===== config.mk =====
export PLATFORM = sky130hd
export DESIGN_NAME = consistent_hash_ring_table_top
export DESIGN_NICKNAME = d
export VERILOG_FILES = /design/src/rtl/core/chrt_pkg.sv /design/src/rtl/core/consistent_hash_ring_table_top.sv
export SDC_FILE = /design/constraint.sdc
export NUM_CORES = 2
export LEC_CHECK = 0
export BUFFER_PORTS_ARGS = -buffer_cell sky130_fd_sc_hd__buf_2
export CORE_ASPECT_RATIO = 0.75
export CORE_MARGIN = 2
export CORE_UTILIZATION = 43
export CTS_CLUSTER_DIAMETER = 30
export CTS_CLUSTER_SIZE = 40
export DETAILED_ROUTE_END_ITERATION = 12
export GPL_TIMING_DRIVEN = 0
export SLEW_MARGIN = 40
export SYNTH_ARGS = -nofsm -noshare
export SYNTH_HDL_FRONTEND = slang
export SYNTH_SLANG_ARGS = --single-unit

===== constraint.sdc =====
create_clock -name clk -period 6 [get_ports clk]
set_clock_uncertainty 0.15 [all_clocks]
set_input_delay 0.9 -clock clk [delete_from_list [all_inputs] [get_ports clk]]
set_output_delay 0.9 -clock clk [all_outputs]
set_load 0.02 [all_outputs]

===== src/rtl/core/chrt_pkg.sv =====
// ----------------------------------------------------------------------------
// chrt_pkg
// Shared types and codes for the consistent-hash ring table.
// ----------------------------------------------------------------------------
package chrt_pkg;

    typedef enum logic [1:0] {
        CMD_INSERT = 2'd0,
        CMD_REMOVE = 2'd1,
        CMD_LOOKUP = 2'd2,
        CMD_CLEAR  = 2'd3
    } cmd_t;

    typedef enum logic [1:0] {
        STAT_OK      = 2'd0,
        STAT_EMPTY   = 2'd1,
        STAT_FULL    = 2'd2,
        STAT_NOMATCH = 2'd3
    } status_t;

    typedef enum logic [2:0] {
        S_CLEAR,
        S_IDLE,
        S_SCAN,
        S_APPLY,
        S_DONE
    } ring_state_t;

    localparam int OWNER_BITS = 8;
    localparam int KEY_IN_BITS = 32;

endpackage


===== src/rtl/core/consistent_hash_ring_table_top.sv =====
// ----------------------------------------------------------------------------
// consistent_hash_ring_table_top
// Ring of partition points with owning buckets: insert, remove, lookup, clear.
// ----------------------------------------------------------------------------
// Sequence: insert/remove/lookup sweep every slot through the registered read
//   port, let the read pipeline drain, write back in S_APPLY and register the
//   result in S_DONE; a clear zeroes every slot and then answers in S_DONE.
// Occupancy: one request at a time, set by the single read port sweeping every
//   slot per request; the next is taken once the result is in the output register.
// Reset: asynchronous, active low. After reset a clearing pass over every slot
//   zeroes the memory; no request is taken until it ends.
// ----------------------------------------------------------------------------
module consistent_hash_ring_table_top #(
    parameter int ENTRIES    = 64,
    parameter int POINT_BITS = 32
) (
    input  logic        clk,
    input  logic        rst_n,
    // request channel
    input  logic        s_tvalid,
    output logic        s_tready,
    input  logic [39:0] s_tdata,   // [31:0] key_point, [39:32] bucket_id
    input  logic [1:0]  s_tuser,   // [1:0] command
    // result channel
    output logic        m_tvalid,
    input  logic        m_tready,
    output logic [7:0]  m_tdata,   // [7:0] found_bucket
    output logic [1:0]  m_tuser    // [1:0] status
);
    import chrt_pkg::*;

    localparam int AW = (ENTRIES > 1) ? $clog2(ENTRIES) : 1;
    localparam int CW = $clog2(ENTRIES + 1);
    // memory word: {valid, owner, point}
    localparam int MW = 1 + OWNER_BITS + POINT_BITS;
    localparam logic [CW-1:0] CNT_END = CW'(ENTRIES);

    ring_state_t state_reg, state_next;

    // captured request
    cmd_t                  cmd_reg;
    logic [POINT_BITS-1:0] key_reg;
    logic [OWNER_BITS-1:0] bid_reg;
    logic                  clr_rsp_reg;   // clear pass answers a request

    // sweep counter and read pipeline
    logic [CW-1:0] cnt_reg;
    logic          rd_valid_reg;

    // scan results
    logic                  match_hit_reg;
    logic [AW-1:0]         match_idx_reg;
    logic [OWNER_BITS-1:0] match_own_reg;
    logic                  free_hit_reg;
    logic [AW-1:0]         free_idx_reg;
    logic                  min_hit_reg;
    logic [POINT_BITS-1:0] min_pt_reg;
    logic [OWNER_BITS-1:0] min_own_reg;
    logic                  gt_hit_reg;
    logic [POINT_BITS-1:0] gt_pt_reg;
    logic [OWNER_BITS-1:0] gt_own_reg;

    // pending result and output register
    logic [OWNER_BITS-1:0] res_found_reg;
    status_t               res_status_reg;
    logic                  m_tvalid_reg;
    logic [OWNER_BITS-1:0] m_found_reg;
    status_t               m_status_reg;

    // memory
    logic [MW-1:0] ring_mem [ENTRIES];
    logic [MW-1:0] mem_rdata_reg;
    logic          mem_re;
    logic          mem_we;
    logic [AW-1:0] mem_waddr;
    logic [MW-1:0] mem_wdata;

    logic                  in_fire;
    logic                  out_free;
    logic                  sweep_busy;
    logic                  e_valid;
    logic [OWNER_BITS-1:0] e_own;
    logic [POINT_BITS-1:0] e_pt;

    // apply-step decisions
    logic                  apl_we;
    logic [AW-1:0]         apl_idx;
    logic [MW-1:0]         apl_data;
    logic [OWNER_BITS-1:0] apl_found;
    status_t               apl_status;

    assign in_fire    = s_tvalid && s_tready;
    assign out_free   = !m_tvalid_reg || m_tready;
    assign sweep_busy = (cnt_reg != CNT_END);

    assign e_valid = mem_rdata_reg[MW-1];
    assign e_own   = mem_rdata_reg[MW-2 -: OWNER_BITS];
    assign e_pt    = mem_rdata_reg[POINT_BITS-1:0];

    // ------------------------------------------------------------------
    // next state
    // ------------------------------------------------------------------
    always_comb
    begin
        state_next = state_reg;
        unique case (state_reg)
            S_CLEAR:
            begin
                if (!sweep_busy)
                    state_next = clr_rsp_reg ? S_DONE : S_IDLE;
            end
            S_IDLE:
            begin
                if (s_tvalid)
                    state_next = (cmd_t'(s_tuser) == CMD_CLEAR) ? S_CLEAR : S_SCAN;
            end
            S_SCAN:
            begin
                if (!sweep_busy && !rd_valid_reg)
                    state_next = S_APPLY;
            end
            S_APPLY:
                state_next = S_DONE;
            S_DONE:
            begin
                if (out_free)
                    state_next = S_IDLE;
            end
            default:
                state_next = S_IDLE;
        endcase
    end

    // ------------------------------------------------------------------
    // write-back decision, from the scan results
    // ------------------------------------------------------------------
    always_comb
    begin
        apl_we     = 1'b0;
        apl_idx    = match_idx_reg;
        apl_data   = {1'b1, bid_reg, key_reg};
        apl_found  = '0;
        apl_status = STAT_OK;
        unique case (cmd_reg)
            CMD_INSERT:
            begin
                // equal point is overwritten, else lowest free slot
                if (match_hit_reg)
                    apl_we = 1'b1;
                else if (free_hit_reg)
                begin
                    apl_we  = 1'b1;
                    apl_idx = free_idx_reg;
                end
                else
                    apl_status = STAT_FULL;
            end
            CMD_REMOVE:
            begin
                apl_data = '0;
                if (match_hit_reg && (match_own_reg == bid_reg))
                    apl_we = 1'b1;
                else
                    apl_status = STAT_NOMATCH;
            end
            CMD_LOOKUP:
            begin
                // wrap to the smallest point when none is greater
                if (!min_hit_reg)
                    apl_status = STAT_EMPTY;
                else if (gt_hit_reg)
                    apl_found = gt_own_reg;
                else
                    apl_found = min_own_reg;
            end
            CMD_CLEAR:
                apl_we = 1'b0;
            default:
                apl_we = 1'b0;
        endcase
    end

    // ------------------------------------------------------------------
    // state outputs: handshake and memory control
    // ------------------------------------------------------------------
    always_comb
    begin
        s_tready  = 1'b0;
        mem_re    = 1'b0;
        mem_we    = 1'b0;
        mem_waddr = cnt_reg[AW-1:0];
        mem_wdata = '0;
        unique case (state_reg)
            S_CLEAR:
                mem_we = sweep_busy;
            S_IDLE:
                s_tready = 1'b1;
            S_SCAN:
                mem_re = sweep_busy;
            S_APPLY:
            begin
                mem_we    = apl_we;
                mem_waddr = apl_idx;
                mem_wdata = apl_data;
            end
            S_DONE:
                s_tready = 1'b0;
            default:
                s_tready = 1'b0;
        endcase
    end

    // ------------------------------------------------------------------
    // ring memory: one write port, one registered read port
    // ------------------------------------------------------------------
    always_ff @(posedge clk)
    begin
        if (mem_we)
            ring_mem[mem_waddr] <= mem_wdata;
        if (mem_re)
            mem_rdata_reg <= ring_mem[cnt_reg[AW-1:0]];
    end

    // ------------------------------------------------------------------
    // control registers
    // ------------------------------------------------------------------
    always_ff @(posedge clk or negedge rst_n)
    begin
        if (!rst_n)
        begin
            state_reg    <= S_CLEAR;
            cnt_reg      <= '0;
            rd_valid_reg <= 1'b0;
            clr_rsp_reg  <= 1'b0;
            m_tvalid_reg <= 1'b0;
        end
        else
        begin
            state_reg    <= state_next;
            rd_valid_reg <= mem_re;
            if (in_fire)
            begin
                cnt_reg     <= '0;
                clr_rsp_reg <= (cmd_t'(s_tuser) == CMD_CLEAR);
            end
            else if (((state_reg == S_CLEAR) || (state_reg == S_SCAN)) && sweep_busy)
                cnt_reg <= cnt_reg + 1'b1;

            if ((state_reg == S_DONE) && out_free)
                m_tvalid_reg <= 1'b1;
            else if (m_tready)
                m_tvalid_reg <= 1'b0;
        end
    end

    // ------------------------------------------------------------------
    // datapath registers
    // ------------------------------------------------------------------
    always_ff @(posedge clk)
    begin
        if (in_fire)
        begin
            cmd_reg        <= cmd_t'(s_tuser);
            key_reg        <= POINT_BITS'(s_tdata[KEY_IN_BITS-1:0]);
            bid_reg        <= s_tdata[KEY_IN_BITS +: OWNER_BITS];
            match_hit_reg  <= 1'b0;
            free_hit_reg   <= 1'b0;
            min_hit_reg    <= 1'b0;
            gt_hit_reg     <= 1'b0;
            res_found_reg  <= '0;
            res_status_reg <= STAT_OK;
        end
        else if ((state_reg == S_SCAN) && rd_valid_reg)
        begin
            // slot index of the word now on the read port
            if (e_valid && (e_pt == key_reg) && !match_hit_reg)
            begin
                match_hit_reg <= 1'b1;
                match_idx_reg <= AW'(cnt_reg - 1'b1);
                match_own_reg <= e_own;
            end
            if (!e_valid && !free_hit_reg)
            begin
                free_hit_reg <= 1'b1;
                free_idx_reg <= AW'(cnt_reg - 1'b1);
            end
            if (e_valid && (!min_hit_reg || (e_pt < min_pt_reg)))
            begin
                min_hit_reg <= 1'b1;
                min_pt_reg  <= e_pt;
                min_own_reg <= e_own;
            end
            if (e_valid && (e_pt > key_reg) && (!gt_hit_reg || (e_pt < gt_pt_reg)))
            begin
                gt_hit_reg <= 1'b1;
                gt_pt_reg  <= e_pt;
                gt_own_reg <= e_own;
            end
        end
        else if (state_reg == S_APPLY)
        begin
            res_found_reg  <= apl_found;
            res_status_reg <= apl_status;
        end

        if ((state_reg == S_DONE) && out_free)
        begin
            m_found_reg  <= res_found_reg;
            m_status_reg <= res_status_reg;
        end
    end

    assign m_tvalid = m_tvalid_reg;
    assign m_tdata  = m_found_reg;
    assign m_tuser  = m_status_reg;

endmodule


==> impl_metrics.py <==
metrics = {
    "status": {
        "status": "finished, final reports clean",
    },
    "critical_path": {
        "worstPathRequired_ns": 6.48,
        "critPathTopFamily": "buffers and inverters",
        "path_buf_inv": 10,
        "slowest_stage": "o2bb2ai_2",
        "cpMostUsedCell": "buf_16",
        "r2r_setup_slack_ns": 0.05,
        "cp_max_fo": 14,
        "cp-start-kind": "flop",
        "critical_path.cell_chain": "buf_6 > buf_6 > buf_2 > buf_2 > inv_1 > ha_1 > nand4_1 > a21oi_1 > o2bb2ai_2 > nand3b_1 > buf_4 > buf_4 > nor2_4 > buf_16 > buf_16 > buf_16",
        "critical_path_arrival_ns": 6.43,
        "critPathMaxStageDelay_ns": 0.64,
        "path_class": "flop to flop",
        "cp-end-kind": "flop",
    },
    "detailed_routing": {
        "via_per_inst": 6.041,
        "wire_per_inst_um": 33.15,
        "drt_iter0_drc": 9032,
        "dr.pass1.iters": 8,
        "vias": 57816,
        "routed_wl_um": 317300,
        "drc": 0,
        "ant_nets": 0,
    },
    "placement": {
        "dp_hpwl_um": 219700,
        "numPortBuffers": 57,
        "place_congestion": 0.9356,
    },
    "clock_network": {
        "h-tree-depth": 5,
        "cts_inserted_buffers": 472,
        "postCtsHoldBufs": 34,
        "ctsResizeCount": 0,
        "cts_setup_buffers": 0,
        "clock_latency_ns": 0.95,
        "cts.sinks": 2844,
        "cts_tree": "yes",
        "clk_pin_slew_ns": 0.05,
        "cts_buffer_depth": 4,
        "clk_root_buffer_cell": "clkbuf_16",
    },
    "floorplan": {
        "core_sq_mm": 0.2530,
        "core.rowCount": 160,
        "start_util_pct": 43.17,
        "pin_count": 58,
        "die_h_um": 440.5,
        "die_w_um": 586.0,
        "die-area_sq_mm": 0.2581,
    },
    "global_routing": {
        "overflow": 0,
        "grt_most_used_layer": "met1",
        "antenna_found_initial": 19,
        "grt_pass1_wl_um": 441000,
        "grt_util_all_layers_pct": 24.55,
        "grt_use_met1_pct": 36.72,
        "grtUsageMet3_pct": 8.477,
        "grt_max_degree": 65,
        "grt_pass1_vias": 56826,
        "gr-usage-met2_pct": 33.52,
    },
    "sta": {
        "fin_crit_sh_pct": 99.20,
        "drv_slew": 0,
        "setup_viol": 0,
        "relSlewSlack_pct": 33.29,
        "rsz0062_at_grt": "false",
        "setup_tns_ns": 0,
        "max_freq_mhz": 168.0,
        "min_period_ns": 5.952,
        "finalHoldViolCount": 0,
        "tightest_slew_ns": 0.9929,
    },
    "pwr": {
        "p_comb_share_pct": 25.3,
        "power_density_mw_per_mm2": 503.8,
        "p_sw_mw": 21.06,
        "p_leak_nw": 44.00,
        "p_int_mw": 48.02,
        "max-vdd-ir-drop_uv": 278.2,
        "p_sw_share_pct": 30.49,
        "power_frac_seq_pct": 34.2,
        "clkPwrFrac_pct": 40.5,
    },
    "final_layout": {
        "flow.area_growth_from_synthesis_pct": 25.54,
        "drive_gt1_share_pct": 34.57,
        "final_core_util_pct": 54.19,
        "final_nets": 5900,
        "largest_register_ffs": 2624,
    },
    "logic_synthesis": {
        "synth_edf_count": 2817,
        "syn_inst": 4923,
        "yosysWarningCount": 0,
        "seq_area_frac_synth_pct": 78.00,
        "synth_cell_type_count": 64,
        "netlist.area_leader.share_pct": 77.45,
        "synth.avg_cell_area_sq_um": 22.19,
        "async_flop_share_pct": 0.4571,
        "synth-seq-cells": 2844,
        "synth.net_count": 5066,
        "yosys.area.top_type": "edfxtp_1",
        "synth_flop_cell": "edfxtp_1",
        "synth.area.top_cells": "edfxtp_1, mux4_2, ha_1",
        "syn_area_sq_mm": 0.1092,
    },
    "run": {
        "drv_cap": 0,
    },
    "min_path": {
        "hold_path_class": "input pin to flop",
    },
}
-- final cells by class --
type | count | area (sq um)
Clock inverter | 362 | 4501
Tap cell | 3402 | 4257
Clock buffer | 517 | 12170
Antenna cell | 7 | 17.52
Fill cell | 18944 | 115900
Buffer | 256 | 1304
Inverter | 106 | 397.9
Timing Repair Buffer | 360 | 5842
Sequential cell | 2844 | 85200
Multi-Input combinational cell | 1717 | 23430
-- cells in the mapped netlist (10+ instances only) --
master	n
a221oi_2	34
and3_1	42
edfxtp_1	2817
a21oi_1	37
dfxtp_1	14
buf_2	65
nor2_1	102
mux2i_1	10
ha_1	97
buf_6	21
nor3_1	45
o22ai_1	112
o21ai_0	20
clkbuf_1	125
a221oi_1	49
mux4_2	656
inv_1	104
a21o_1	49
nand4_1	57
nand3_1	48
dfrtp_1	13
buf_4	12
a211oi_1	10
nor2b_1	10
a22oi_1	63
a22o_1	82
buf_1	33
nand2_1	91
-- worst register-to-register path, cell delays in order (launching register included) --
cell       delay, ns
dfrtp_1         0.48
buf_6           0.18
buf_6           0.28
buf_2           0.59
buf_2           0.44
inv_1           0.20
ha_1            0.26
nand4_1         0.27
a21oi_1         0.14
o2bb2ai_2       0.64
nand3b_1        0.46
buf_4           0.32
buf_4           0.20
nor2_4          0.48
buf_16          0.23
buf_16          0.18
buf_16          0.17
-- cells in the final DEF (no fill, tap or decap), types with 63 or more instances in the layout --
cell type and n:
a22oi_1 63, buf_16 95, inv_1 104, mux4_2 656, o22ai_1 96, edfxtp_1 2817, buf_8 104, clkbuf_1 128
nor2_4 64, nand2_1 90, bufinv_16 85, a22o_1 82, clkbuf_16 481, clkinv_2 70, buf_2 134, ha_1 97
-- path summary, 6_finish.rpt --
kind | from | to | cells past startpoint
hold / removal | s_tdata[30] | key_reg[30] | 1
setup / recovery | cnt_reg[0] | ring_mem[0][18] | 16
max in group asynchronous | rst_n | state_reg[2] | 2
min in group asynchronous | rst_n | clr_rsp_reg | 2
setup reg to reg | cnt_reg[0] | ring_mem[0][18] | 16
hold reg to reg | res_found_reg[2] | m_tdata[2] | 0
-- metrics by stage --
stage / cells / cell area [sq um] / worst slack (ns) / hold WS [ns] / total power [mW]
floorplan: 4923 / 109200 / 0.9955 / 0.2530 / 33.38
global placement: 8382 / 113800 / -2.923 / 0.2745 / 40.02
detailed placement: 8647 / 120000 / 0.2217 / 0.2788 / 40.91
CTS: 9560 / 137000 / 0.2413 / 0.000004996 / 68.94
global route: 9564 / 137100 / 0.02736 / 0.01759 / 71.08
finish: 9571 / 137100 / 0.04774 / 0.05157 / 69.07
-- power groups by stage --
| stage | registers, mW | logic, mW | clock network (mW) |
|---|---|---|---|
| 2_1_floorplan | 23.9 | 9.53 | 0 |
| 3_3_place_gp | 24.1 | 15.9 | 0 |
| 3_5_place_dp | 24.0 | 16.9 | 0 |
| 4_1_cts | 23.6 | 17.1 | 28.3 |
| 5_1_grt | 23.7 | 18.2 | 29.2 |
| 6_report | 23.6 | 17.4 | 28.0 |
-- kinds of logic (layout without fill, tap and decap cells) --
family                   after synthesis  after routing  share of synthesized area [%]
flip-flops                          2844           2844                          78.00
multiplexers                         674            674                          13.70
AO/OA/AOI/OAI                        493            493                          3.535
AND/OR/NAND/NOR                      436            436                          2.013
buffers and inverters                362           1601                          1.504
adder cells (fa/ha/maj)               97             97                          1.111
XOR/XNOR                              17             17                         0.1363
other                                  0              7                              0
-- layer usage --
layer	routed length [um]	part of all wire, %
met3	42750	13
met5	63	0.020
met1	132100	42
met2	131700	42
met4	10670	3.4
(Power assumes the default switching activity.)
